**config.mk**
```make
export PLATFORM = sky130hd
export DESIGN_NAME = double_ended_queue_with_search
export DESIGN_NICKNAME = d
export VERILOG_FILES = /design/src/rtl/dqs_pkg.sv /design/src/rtl/dqs_datapath.sv /design/src/rtl/dqs_ctrl.sv /design/src/rtl/double_ended_queue_with_search.sv
export SDC_FILE = /design/constraint.sdc
export NUM_CORES = 1
export LEC_CHECK = 0
export ABC_AREA = 1
export BUFFER_PORTS_ARGS = -buffer_cell sky130_fd_sc_hd__buf_4
export CAP_MARGIN = 10
export CORE_UTILIZATION = 51
export DETAILED_ROUTE_END_ITERATION = 8
export PLACE_DENSITY = 0.71
export SYNTH_ARGS = -nofsm -noshare
export SYNTH_HDL_FRONTEND = slang
export SYNTH_SLANG_ARGS = --single-unit
```
**constraint.sdc**
```tcl
create_clock -name i_clk -period 4 [get_ports i_clk]
set_input_delay 0.6 -clock i_clk [delete_from_list [all_inputs] [get_ports i_clk]]
set_output_delay 0.6 -clock i_clk [all_outputs]
set_load 0.05 [all_outputs]
```
**src/rtl/dqs_pkg.sv**
```systemverilog
package dqs_pkg;

    // Queue geometry
    localparam int DEPTH  = 16;
    localparam int DATA_W = 32;
    localparam int ADDR_W = $clog2(DEPTH);
    localparam int CNT_W  = $clog2(DEPTH + 1);

    // Operation codes
    localparam logic [2:0] FN_PUSH_FRONT = 3'd0;
    localparam logic [2:0] FN_PUSH_BACK  = 3'd1;
    localparam logic [2:0] FN_POP_FRONT  = 3'd2;
    localparam logic [2:0] FN_POP_BACK   = 3'd3;
    localparam logic [2:0] FN_SEARCH     = 3'd4;

    // Status codes
    localparam logic [1:0] ST_OK    = 2'd0;
    localparam logic [1:0] ST_EMPTY = 2'd1;
    localparam logic [1:0] ST_FULL  = 2'd2;

    typedef struct packed {
        logic [2:0]        func;
        logic [DATA_W-1:0] value;
    } t_in_item;

    typedef struct packed {
        logic [DATA_W-1:0] popped;
        logic              found;
        logic              now_empty;
        logic [1:0]        status;
    } t_out_item;

    // Controller to datapath
    typedef struct packed {
        logic exec;
        logic pop_load;
        logic scan_step;
    } t_dp_cmd;

    // Datapath to controller
    typedef struct packed {
        logic pop_ok;
        logic is_search;
        logic scan_done;
    } t_dp_stat;

    // Circular slot index: base plus offset, wrapped once at DEPTH
    function automatic logic [ADDR_W-1:0] wrap_add(logic [ADDR_W-1:0] base,
                                                   logic [CNT_W-1:0]  off);
        logic [CNT_W:0] sum;
        sum = {{(CNT_W + 1 - ADDR_W){1'b0}}, base} + {1'b0, off};
        if (sum >= (CNT_W + 1)'(DEPTH)) begin
            sum = sum - (CNT_W + 1)'(DEPTH);
        end
        return sum[ADDR_W-1:0];
    endfunction

endpackage

```
**src/rtl/dqs_datapath.sv**
```systemverilog
module dqs_datapath (
    input  logic              i_clk,
    input  logic              i_rst_n,
    input  dqs_pkg::t_dp_cmd  i_cmd,
    input  dqs_pkg::t_in_item i_item,
    output dqs_pkg::t_dp_stat o_stat,
    output dqs_pkg::t_out_item o_res
);

    logic [dqs_pkg::DATA_W-1:0] mem [dqs_pkg::DEPTH];

    logic [dqs_pkg::ADDR_W-1:0] r_head, n_head;
    logic [dqs_pkg::CNT_W-1:0]  r_occ, n_occ;
    logic [dqs_pkg::CNT_W-1:0]  r_idx, n_idx;
    logic                       r_cmp_vld, n_cmp_vld;
    logic [dqs_pkg::DATA_W-1:0] r_key;
    logic [dqs_pkg::DATA_W-1:0] r_rd_data;
    dqs_pkg::t_out_item         r_res;

    logic                       full, empty;
    logic                       wr_en;
    logic [dqs_pkg::ADDR_W-1:0] wr_addr, op_rd_addr, scan_addr, rd_addr;
    logic [1:0]                 status;
    logic                       scan_issue, hit;

    assign full  = (r_occ == dqs_pkg::CNT_W'(dqs_pkg::DEPTH));
    assign empty = (r_occ == '0);

    // Decode the operation: pointer update, write slot, read slot, status
    always_comb begin
        n_head     = r_head;
        n_occ      = r_occ;
        wr_en      = 1'b0;
        wr_addr    = r_head;
        op_rd_addr = r_head;
        status     = dqs_pkg::ST_OK;
        unique case (i_item.func)
            dqs_pkg::FN_PUSH_FRONT: begin
                if (full) begin
                    status = dqs_pkg::ST_FULL;
                end else begin
                    n_head  = (r_head == '0) ? dqs_pkg::ADDR_W'(dqs_pkg::DEPTH - 1)
                                             : r_head - 1'b1;
                    wr_en   = 1'b1;
                    wr_addr = n_head;
                    n_occ   = r_occ + 1'b1;
                end
            end
            dqs_pkg::FN_PUSH_BACK: begin
                if (full) begin
                    status = dqs_pkg::ST_FULL;
                end else begin
                    wr_en   = 1'b1;
                    wr_addr = dqs_pkg::wrap_add(r_head, r_occ);
                    n_occ   = r_occ + 1'b1;
                end
            end
            dqs_pkg::FN_POP_FRONT: begin
                if (empty) begin
                    status = dqs_pkg::ST_EMPTY;
                end else begin
                    op_rd_addr = r_head;
                    n_head     = dqs_pkg::wrap_add(r_head, dqs_pkg::CNT_W'(1));
                    n_occ      = r_occ - 1'b1;
                end
            end
            dqs_pkg::FN_POP_BACK: begin
                if (empty) begin
                    status = dqs_pkg::ST_EMPTY;
                end else begin
                    op_rd_addr = dqs_pkg::wrap_add(r_head, r_occ - 1'b1);
                    n_occ      = r_occ - 1'b1;
                end
            end
            default: begin
            end
        endcase
    end

    // Scan walks from the front, one slot per cycle
    assign scan_issue = (r_idx < r_occ);
    assign scan_addr  = dqs_pkg::wrap_add(r_head, r_idx);
    assign rd_addr    = i_cmd.exec ? op_rd_addr : scan_addr;
    assign hit        = r_cmp_vld && (r_rd_data == r_key);

    always_comb begin
        n_idx     = r_idx;
        n_cmp_vld = r_cmp_vld;
        if (i_cmd.exec) begin
            n_idx     = '0;
            n_cmp_vld = 1'b0;
        end else if (i_cmd.scan_step) begin
            n_cmp_vld = scan_issue;
            if (scan_issue) begin
                n_idx = r_idx + 1'b1;
            end
        end
    end

    // Entry store with registered read
    always_ff @(posedge i_clk) begin
        if (i_cmd.exec && wr_en) begin
            mem[wr_addr] <= i_item.value;
        end
        r_rd_data <= mem[rd_addr];
    end

    // Queue pointers and scan control
    always_ff @(posedge i_clk) begin
        if (!i_rst_n) begin
            r_head    <= '0;
            r_occ     <= '0;
            r_idx     <= '0;
            r_cmp_vld <= 1'b0;
        end else begin
            if (i_cmd.exec) begin
                r_head <= n_head;
                r_occ  <= n_occ;
            end
            r_idx     <= n_idx;
            r_cmp_vld <= n_cmp_vld;
        end
    end

    // Search key and result register
    always_ff @(posedge i_clk) begin
        if (i_cmd.exec) begin
            r_key           <= i_item.value;
            r_res.popped    <= '0;
            r_res.found     <= 1'b0;
            r_res.now_empty <= (n_occ == '0);
            r_res.status    <= status;
        end else begin
            if (i_cmd.pop_load) begin
                r_res.popped <= r_rd_data;
            end
            if (i_cmd.scan_step && hit) begin
                r_res.found <= 1'b1;
            end
        end
    end

    assign o_stat.pop_ok    = ((i_item.func == dqs_pkg::FN_POP_FRONT) ||
                               (i_item.func == dqs_pkg::FN_POP_BACK)) && !empty;
    assign o_stat.is_search = (i_item.func == dqs_pkg::FN_SEARCH);
    // Done on a match, or once the last entry is under compare
    assign o_stat.scan_done = hit || !scan_issue;
    assign o_res            = r_res;

endmodule

```
**src/rtl/dqs_ctrl.sv**
```systemverilog
module dqs_ctrl (
    input  logic              i_clk,
    input  logic              i_rst_n,
    input  logic              i_in_valid,
    output logic              o_in_stall,
    output logic              o_out_valid,
    input  logic              i_out_stall,
    input  dqs_pkg::t_dp_stat i_stat,
    output dqs_pkg::t_dp_cmd  o_cmd
);

    typedef enum logic [3:0] {
        S_IDLE = 4'b0001,
        S_POP  = 4'b0010,
        S_SCAN = 4'b0100,
        S_OUT  = 4'b1000
    } t_state;

    t_state r_state, n_state;

    // Sequence one operation at a time
    always_comb begin
        n_state = r_state;
        o_cmd   = '0;
        unique case (r_state)
            S_IDLE: begin
                if (i_in_valid) begin
                    o_cmd.exec = 1'b1;
                    if (i_stat.pop_ok) begin
                        n_state = S_POP;
                    end else if (i_stat.is_search) begin
                        n_state = S_SCAN;
                    end else begin
                        n_state = S_OUT;
                    end
                end
            end
            S_POP: begin
                o_cmd.pop_load = 1'b1;
                n_state        = S_OUT;
            end
            S_SCAN: begin
                o_cmd.scan_step = 1'b1;
                if (i_stat.scan_done) begin
                    n_state = S_OUT;
                end
            end
            S_OUT: begin
                if (!i_out_stall) begin
                    n_state = S_IDLE;
                end
            end
            default: begin
                n_state = S_IDLE;
            end
        endcase
    end

    always_ff @(posedge i_clk) begin
        if (!i_rst_n) begin
            r_state <= S_IDLE;
        end else begin
            r_state <= n_state;
        end
    end

    assign o_in_stall  = (r_state != S_IDLE);
    assign o_out_valid = (r_state == S_OUT);

endmodule

```
**src/rtl/double_ended_queue_with_search.sv**
```systemverilog
// A push, an unused code or a pop from an empty queue goes from the input transfer
// straight to the result; a pop that removes an entry first loads the registered read;
// a search walks one entry per cycle through the single read port of the store.
// One operation in flight: the next transfer is taken the cycle after the result leaves.
// Reset (i_rst_n low, synchronous) empties the queue; stored entries are not cleared.
module double_ended_queue_with_search (
    input  logic               i_clk,
    input  logic               i_rst_n,
    input  logic               i_in_valid,
    output logic               o_in_stall,
    input  dqs_pkg::t_in_item  i_in_data,
    output logic               o_out_valid,
    input  logic               i_out_stall,
    output dqs_pkg::t_out_item o_out_data
);

    dqs_pkg::t_dp_cmd  cmd;
    dqs_pkg::t_dp_stat stat;

    dqs_ctrl u_ctrl (
        .i_clk       (i_clk),
        .i_rst_n     (i_rst_n),
        .i_in_valid  (i_in_valid),
        .o_in_stall  (o_in_stall),
        .o_out_valid (o_out_valid),
        .i_out_stall (i_out_stall),
        .i_stat      (stat),
        .o_cmd       (cmd)
    );

    dqs_datapath u_datapath (
        .i_clk   (i_clk),
        .i_rst_n (i_rst_n),
        .i_cmd   (cmd),
        .i_item  (i_in_data),
        .o_stat  (stat),
        .o_res   (o_out_data)
    );

endmodule
```
; ---- Yosys cells after proc, flatten, opt, wreduce, memory -nomap -nowiden
; Memories as Yosys holds them, arrays and structs flattened. A register that Yosys moved wholly into a read port is not among the register bits.
; Index checks and enable logic that the tools add are counted.
[word_totals]
ff_bits = 87
mem_bits_rw = 512
out_inout_bits = 38
wordCells = 96
n_memories = 1
[op_classes]
add_sub_neg = 12
magnitude_cmp = 5
eq_ne = 15
n_mux = 33
bitwise_logic = 1
n_reduce_logical = 19
[memory_table]
columns = memory, words, word_bits, read_ports, rd_clocked_by_memory_dff, write_ports, line
row1 = u_datapath.mem, 16, 32, 1, 1, 1, dqs_datapath.sv:10  ; logic [dqs_pkg::DATA_W-1:0] mem [dqs_pkg::DEPTH];
[op_table]
columns = cell, count
row1 = $mux W4, 16
row2 = $eq A32 B32 Y1, 1
row3 = $sub A4 B1 Y4 const B, 5
row4 = $add A4 B5 Y6, 3
row5 = $ge A6 B5 Y1 const B, 3
row6 = $pmux W4 S2, 2
row7 = $pmux W4 S4, 1
row8 = $add A5 B1 Y5 const B, 2
row9 = $logic_not A5 Y1, 2
row10 = $mux W5, 2
row11 = $pmux W5 S2, 1
row12 = $mux W1, 9
row13 = $ne A2 B2 Y1 const B, 4
row14 = $eq A3 B2 Y1 const B, 2
row15 = $reduce_and A3 Y1, 2
row16 = $reduce_or A2 Y1, 3
row17 = $add A4 B1 Y5 const B, 1
row18 = $eq A5 B5 Y1 const B, 1
row19 = $ge A5 B5 Y1 const B, 1
row20 = $lt A5 B5 Y1, 1
row21 = $sub A5 B1 Y5 const B, 1
row22 = $eq A4 B1 Y1 const B, 1
row23 = $eq A4 B2 Y1 const B, 1
row24 = $eq A4 B3 Y1 const B, 1
row25 = 14 further kinds, 19

; ---- Depth between registers and ports, before layout
[logic_depth]
word_depth = 7
mapped_depth = 16

; ---- Hierarchy
; Synthesis repeated with hierarchy kept, for this count alone.
[hier_totals]
cells_unflattened = 2766
area_unflattened_um2 = 27809.2
[by_module_without_submodules]
columns = mod, instances, cells_each, area_each_um2
row1 = dqs_datapath, 1, 2725, 27532.7
row2 = dqs_ctrl, 1, 41, 276.5

; ---- Worst setup path after synthesis
; No wires, ideal clock.
[synth_timing]
path_type = register to register
start = register u_datapath.r_head[1] in the netlist's numbering
end = memory u_datapath.mem[3][0] in the netlist's numbering, enable pin
setup_ps = 421
arrival_ps = 3118
setup_slack_ps = 461
path_stages_with_launch = 12
path_buffers = 0
synth_period_minus_slack_ps = 3539
path_cell_list = dfxtp_1 inv_1 ha_1 inv_1 nor2_1 nand2_1 nand3_1 o21ai_0 or2_2 a31oi_1 nand2_1 nor2_1
[synth_via]
elab_chain_cells = 5
word_cells_on_any_way = 10
cone_classes = 3 x add/sub / 1 x order compare / 5 x mux / 1 x reduce/logical
[synth_rtl]
columns = element, line
row1 = from (decl), dqs_datapath.sv:12  ; logic [dqs_pkg::ADDR_W-1:0] r_head, n_head;
row2 = from (signal assigned), dqs_datapath.sv:117  ; r_head <= n_head;
row3 = $add A4 B5 Y6, dqs_pkg.sv:51  ; sum = {{(CNT_W + 1 - ADDR_W){1'b0}}, base} + {1'b0, off};
row4 = $ge A6 B5 Y1 or $sub A4 B1 Y4 (tied branches), "dqs_pkg.sv:52, dqs_pkg.sv:53"
row5 = $mux W4, dqs_pkg.sv:52  ; if (sum >= (CNT_W + 1)'(DEPTH)) begin
row6 = $mux W4, dqs_datapath.sv:50  ; if (full) begin
row7 = $pmux W4 S2 (*), dqs_datapath.sv:37  ; unique case (i_item.func)
row8 = to (decl), dqs_datapath.sv:10
; Every way passes the cells marked *; elsewhere a longest branch is shown, timed or not.

; ---- Worst setup path in the final report
[layout_timing]
start = register u_datapath.r_occ[1] in the netlist's numbering
end = memory u_datapath.mem[4][16] in the netlist's numbering, enable pin
[layout_via]
elab_chain_cells = 6
word_cells_on_any_way = 13
cone_classes = 2 x add/sub / 1 x order compare / 1 x eq/ne / 8 x mux / 1 x reduce/logical
[layout_rtl]
columns = element, line
row1 = from (decl), dqs_datapath.sv:13  ; logic [dqs_pkg::CNT_W-1:0] r_occ, n_occ;
row2 = from (signal assigned), dqs_datapath.sv:118  ; r_occ <= n_occ;
row3 = branches (longest 6 deep; another with $add A4 B5 Y6), -
; Several ways; the timed one is not identified.

==> metrics.txt <==
DR WL met3=between 4000 and 5000 µm; std cell rows=85; share of layout cells above drive strength 1=under 10%; Layout Cells excl Fill=around 3600; number of cells after detailed placement=roughly 3500; DR pass1 iterations=6; Crit path largest cell delay=between 0.5 and 0.6 ns; Num CTS Buffers=around 60; CTS tree=yes; post-synth cell types=40; Final period util=around 86%; H-tree levels=2; area leader, netlist=edfxtp_1; YS warnings=0; Final setup viols=0; metal1 wirelength=28100 µm; Area Growth Syn to Fin=12.4%; Static Leakage=around 13 nW; final-report hold violation count=0; first-pass GRT wire length=around 100000 µm; Residual DRC=0; RD Place Congestion=~0.84; clock buffer depth=3; gr ovfl total=0; pin count of the biggest net entering global routing=104; crit-path cells=inv_1 -> ha_1 -> nand3_1 -> a21oi_1 -> a21oi_1 -> o21ai_0 -> nor2_1 -> inv_1 -> nand3_1 -> nor2_4 -> buf_12; area fraction of the dominant cell type after synthesis=between 50% and 60%; IO Count=77; DR vias=about 19000; worst slew pin tran=1.04 ns; max cap viols=0; DR vias/cell=approximately 5.3; CP Launch Type=register; Root Buffer=clkbuf_16; die area=about 0.055 mm²; die width=about 230 µm; Die Y=235 µm; VDD IR-drop max=0.333 mV; mapped cell area=0.0277 mm²; Max FO, Critical Path=21; post-synthesis sequential area ratio=about two thirds; Clock transition at path regs=around 0.060 ns; post_cts resized=0; gate count after technology mapping=2768; Synth Register Bits=~630; Most used DFF post-synth=edfxtp_1; Worst setup EP type=register; Post-DRT Antenna Nets=0; top sig layer=met4; Worst Path Required=4.32 ns; setup repair after global routing missed its margin=no; CTS Sinks=about 630; crit path max-delay cell type=nor2_4; final setup TNS=0 ns; Met2 Wirelength=~33000 µm; syn avg cell area=between 9 and 10 µm²; Post-Syn Nets=around 2800; vias in the first global route=18655; skew final=~0.024 ns; CP Class=register to register; port buffer count=76; Hold Crit Class=primary input to register; number of setup buffers added after CTS=0; Post-Route WL=67200 µm; DR WL/cell=between 15 and 20 µm; Nets=a little under 3000; Area contributors post-synth=edfxtp_1 (59%), nand2_1 (9.3%), nand3_1 (8.7%), inv_1 (8.2%), dfxtp_1 (6.1%); worst rel slew slack=a little under a third; worst skew pair latency=roughly 0.64 ns; drt first-iter violations=~1800; Core Area=0.0537 mm²; HPWL after DPL=a little over 40000 µm; Initial Utilization=51.5%; initial antenna violation count=2; Tmin final=between 3 and 4 ns; total routing usage reported by global routing=between 20 and 25%; Max Slew Vio Count=0; FFs w/ async S/R, synth=0%; EDFF count, synth=between 500 and 600; status=finished clean; upper clock frequency limit=just under 300 MHz; hold buffer count at CTS=0; CP arrival=between 3 and 4 ns; Power Dens Cells=roughly 530 mW/mm²
[placed cells by master, fill, tap and decap left out, drive strengths merged, types with 2 or more instances in the layout]
cell and instances:
nand2 691, inv 609, edfxtp 547, nand3 482
buf 129, clkbuf 89, dfxtp 84, a21oi 58
nor2 54, o21ai 46, ha 18, clkinv 17
xnor2 12, nand4 9, xor2 8, o22ai 7
or2 5, nor3 4, o211ai 4, bufinv 4
fa 3, clkinvlp 3, diode 2, a21boi 2
a211oi 2
[sequential cells by signal (all words and copies together) (netlist names)]
register,cells
u_datapath.mem,512
u_datapath.r_rd_data,32
u_datapath.o_res,36
u_datapath.r_idx,5
u_datapath.r_occ,5
u_ctrl.r_state,4
u_datapath.r_key,32
u_datapath.r_head,4
u_datapath.r_cmp_vld,1
[critical path: cells and delay by family (launching register included)]
family | cells | cell delay (ns)
buffers and inverters | 3 | 0.53
flip-flops | 1 | 0.37
adder cells (fa/ha/maj) | 1 | 0.30
AND/OR/NAND/NOR | 4 | 1.38
AO/OA/AOI/OAI | 3 | 0.52
[per-stage QoR]
step                      utilization (%)  power (W)  hold slack [ns]  setup WS [ns]  instance area (µm²)
after floorplan                         -    0.00978            0.440          0.461                27700
after global placement               54.1     0.0107            0.456          0.639                29100
after detailed placement             54.1     0.0107            0.455          0.636                29100
after CTS                            57.9     0.0165            0.183          0.600                31100
after global routing                 57.9     0.0171            0.188          0.168                31100
final                                57.9     0.0164            0.217          0.571                31100
[synthesized netlist by cell type, types with 4 or more instances]
cell      instances
buf_2            54
a21oi_1          58
nor3_1            4
o22ai_1           7
inv_2             6
nand3_1         481
edfxtp_1        547
o211ai_1          4
nand4_1           9
buf_4            40
nor2_1           49
ha_1             18
inv_1           601
xor2_1            8
clkbuf_1         10
o21ai_0          44
buf_6            13
xnor2_1          12
or2_2             4
nand2_1         686
dfxtp_1          84
[worst paths after layout]
| check | endpoint | cells past startpoint | slack [ns] | start |
|---|---|---|---|---|
| hold reg to reg | u_datapath.o_res[10] | 2 | 0.47 | u_datapath.o_res[10] |
| hold / removal | u_ctrl.r_state[0] | 2 | 0.22 | i_rst_n |
| setup / recovery | u_datapath.mem[4][16] | 11 | 0.57 | u_datapath.r_occ[1] |
| setup reg to reg | u_datapath.mem[4][16] | 11 | 0.57 | u_datapath.r_occ[1] |
[cell families (layout without fill, tap and decap cells)]
group	count (synthesis)	count (layout)	share of synthesized area, %
simple gates	1246	1246	19.5
buf+inv	725	851	11.0
flops	631	631	65.4
compound gates	125	125	2.42
fa+ha+maj	21	21	1.03
xor+xnor	20	20	0.633
other cells	0	2	0
[routing by layer]
layer,vias up,global-route usage [%]
met5,-,0
met4,0,8.29
met3,112,3.50
met2,715,41.1
met1,8987,32.9
li1,9052,-
[report_power, final]
group	internal (W)	total (W)	switching (W)
Combinational	0.000882	0.00302	0.00213
Clock	0.00331	0.00579	0.00248
Sequential	0.00745	0.00763	0.000179
[cell type report]
| cell class | count | area (µm²) |
|---|---|---|
| flip-flops and latches | 631 | 18100 |
| well taps | 696 | 871 |
| multi-input cells | 1412 | 6700 |
| clock buffers | 89 | 1760 |
| inverters | 607 | 2280 |
| clock inverters | 26 | 277 |
| diodes | 2 | 5.00 |
| repair buffers | 129 | 1110 |
| fillers | 4334 | 22600 |
No activity file was read; power rests on OpenSTA's default activity.
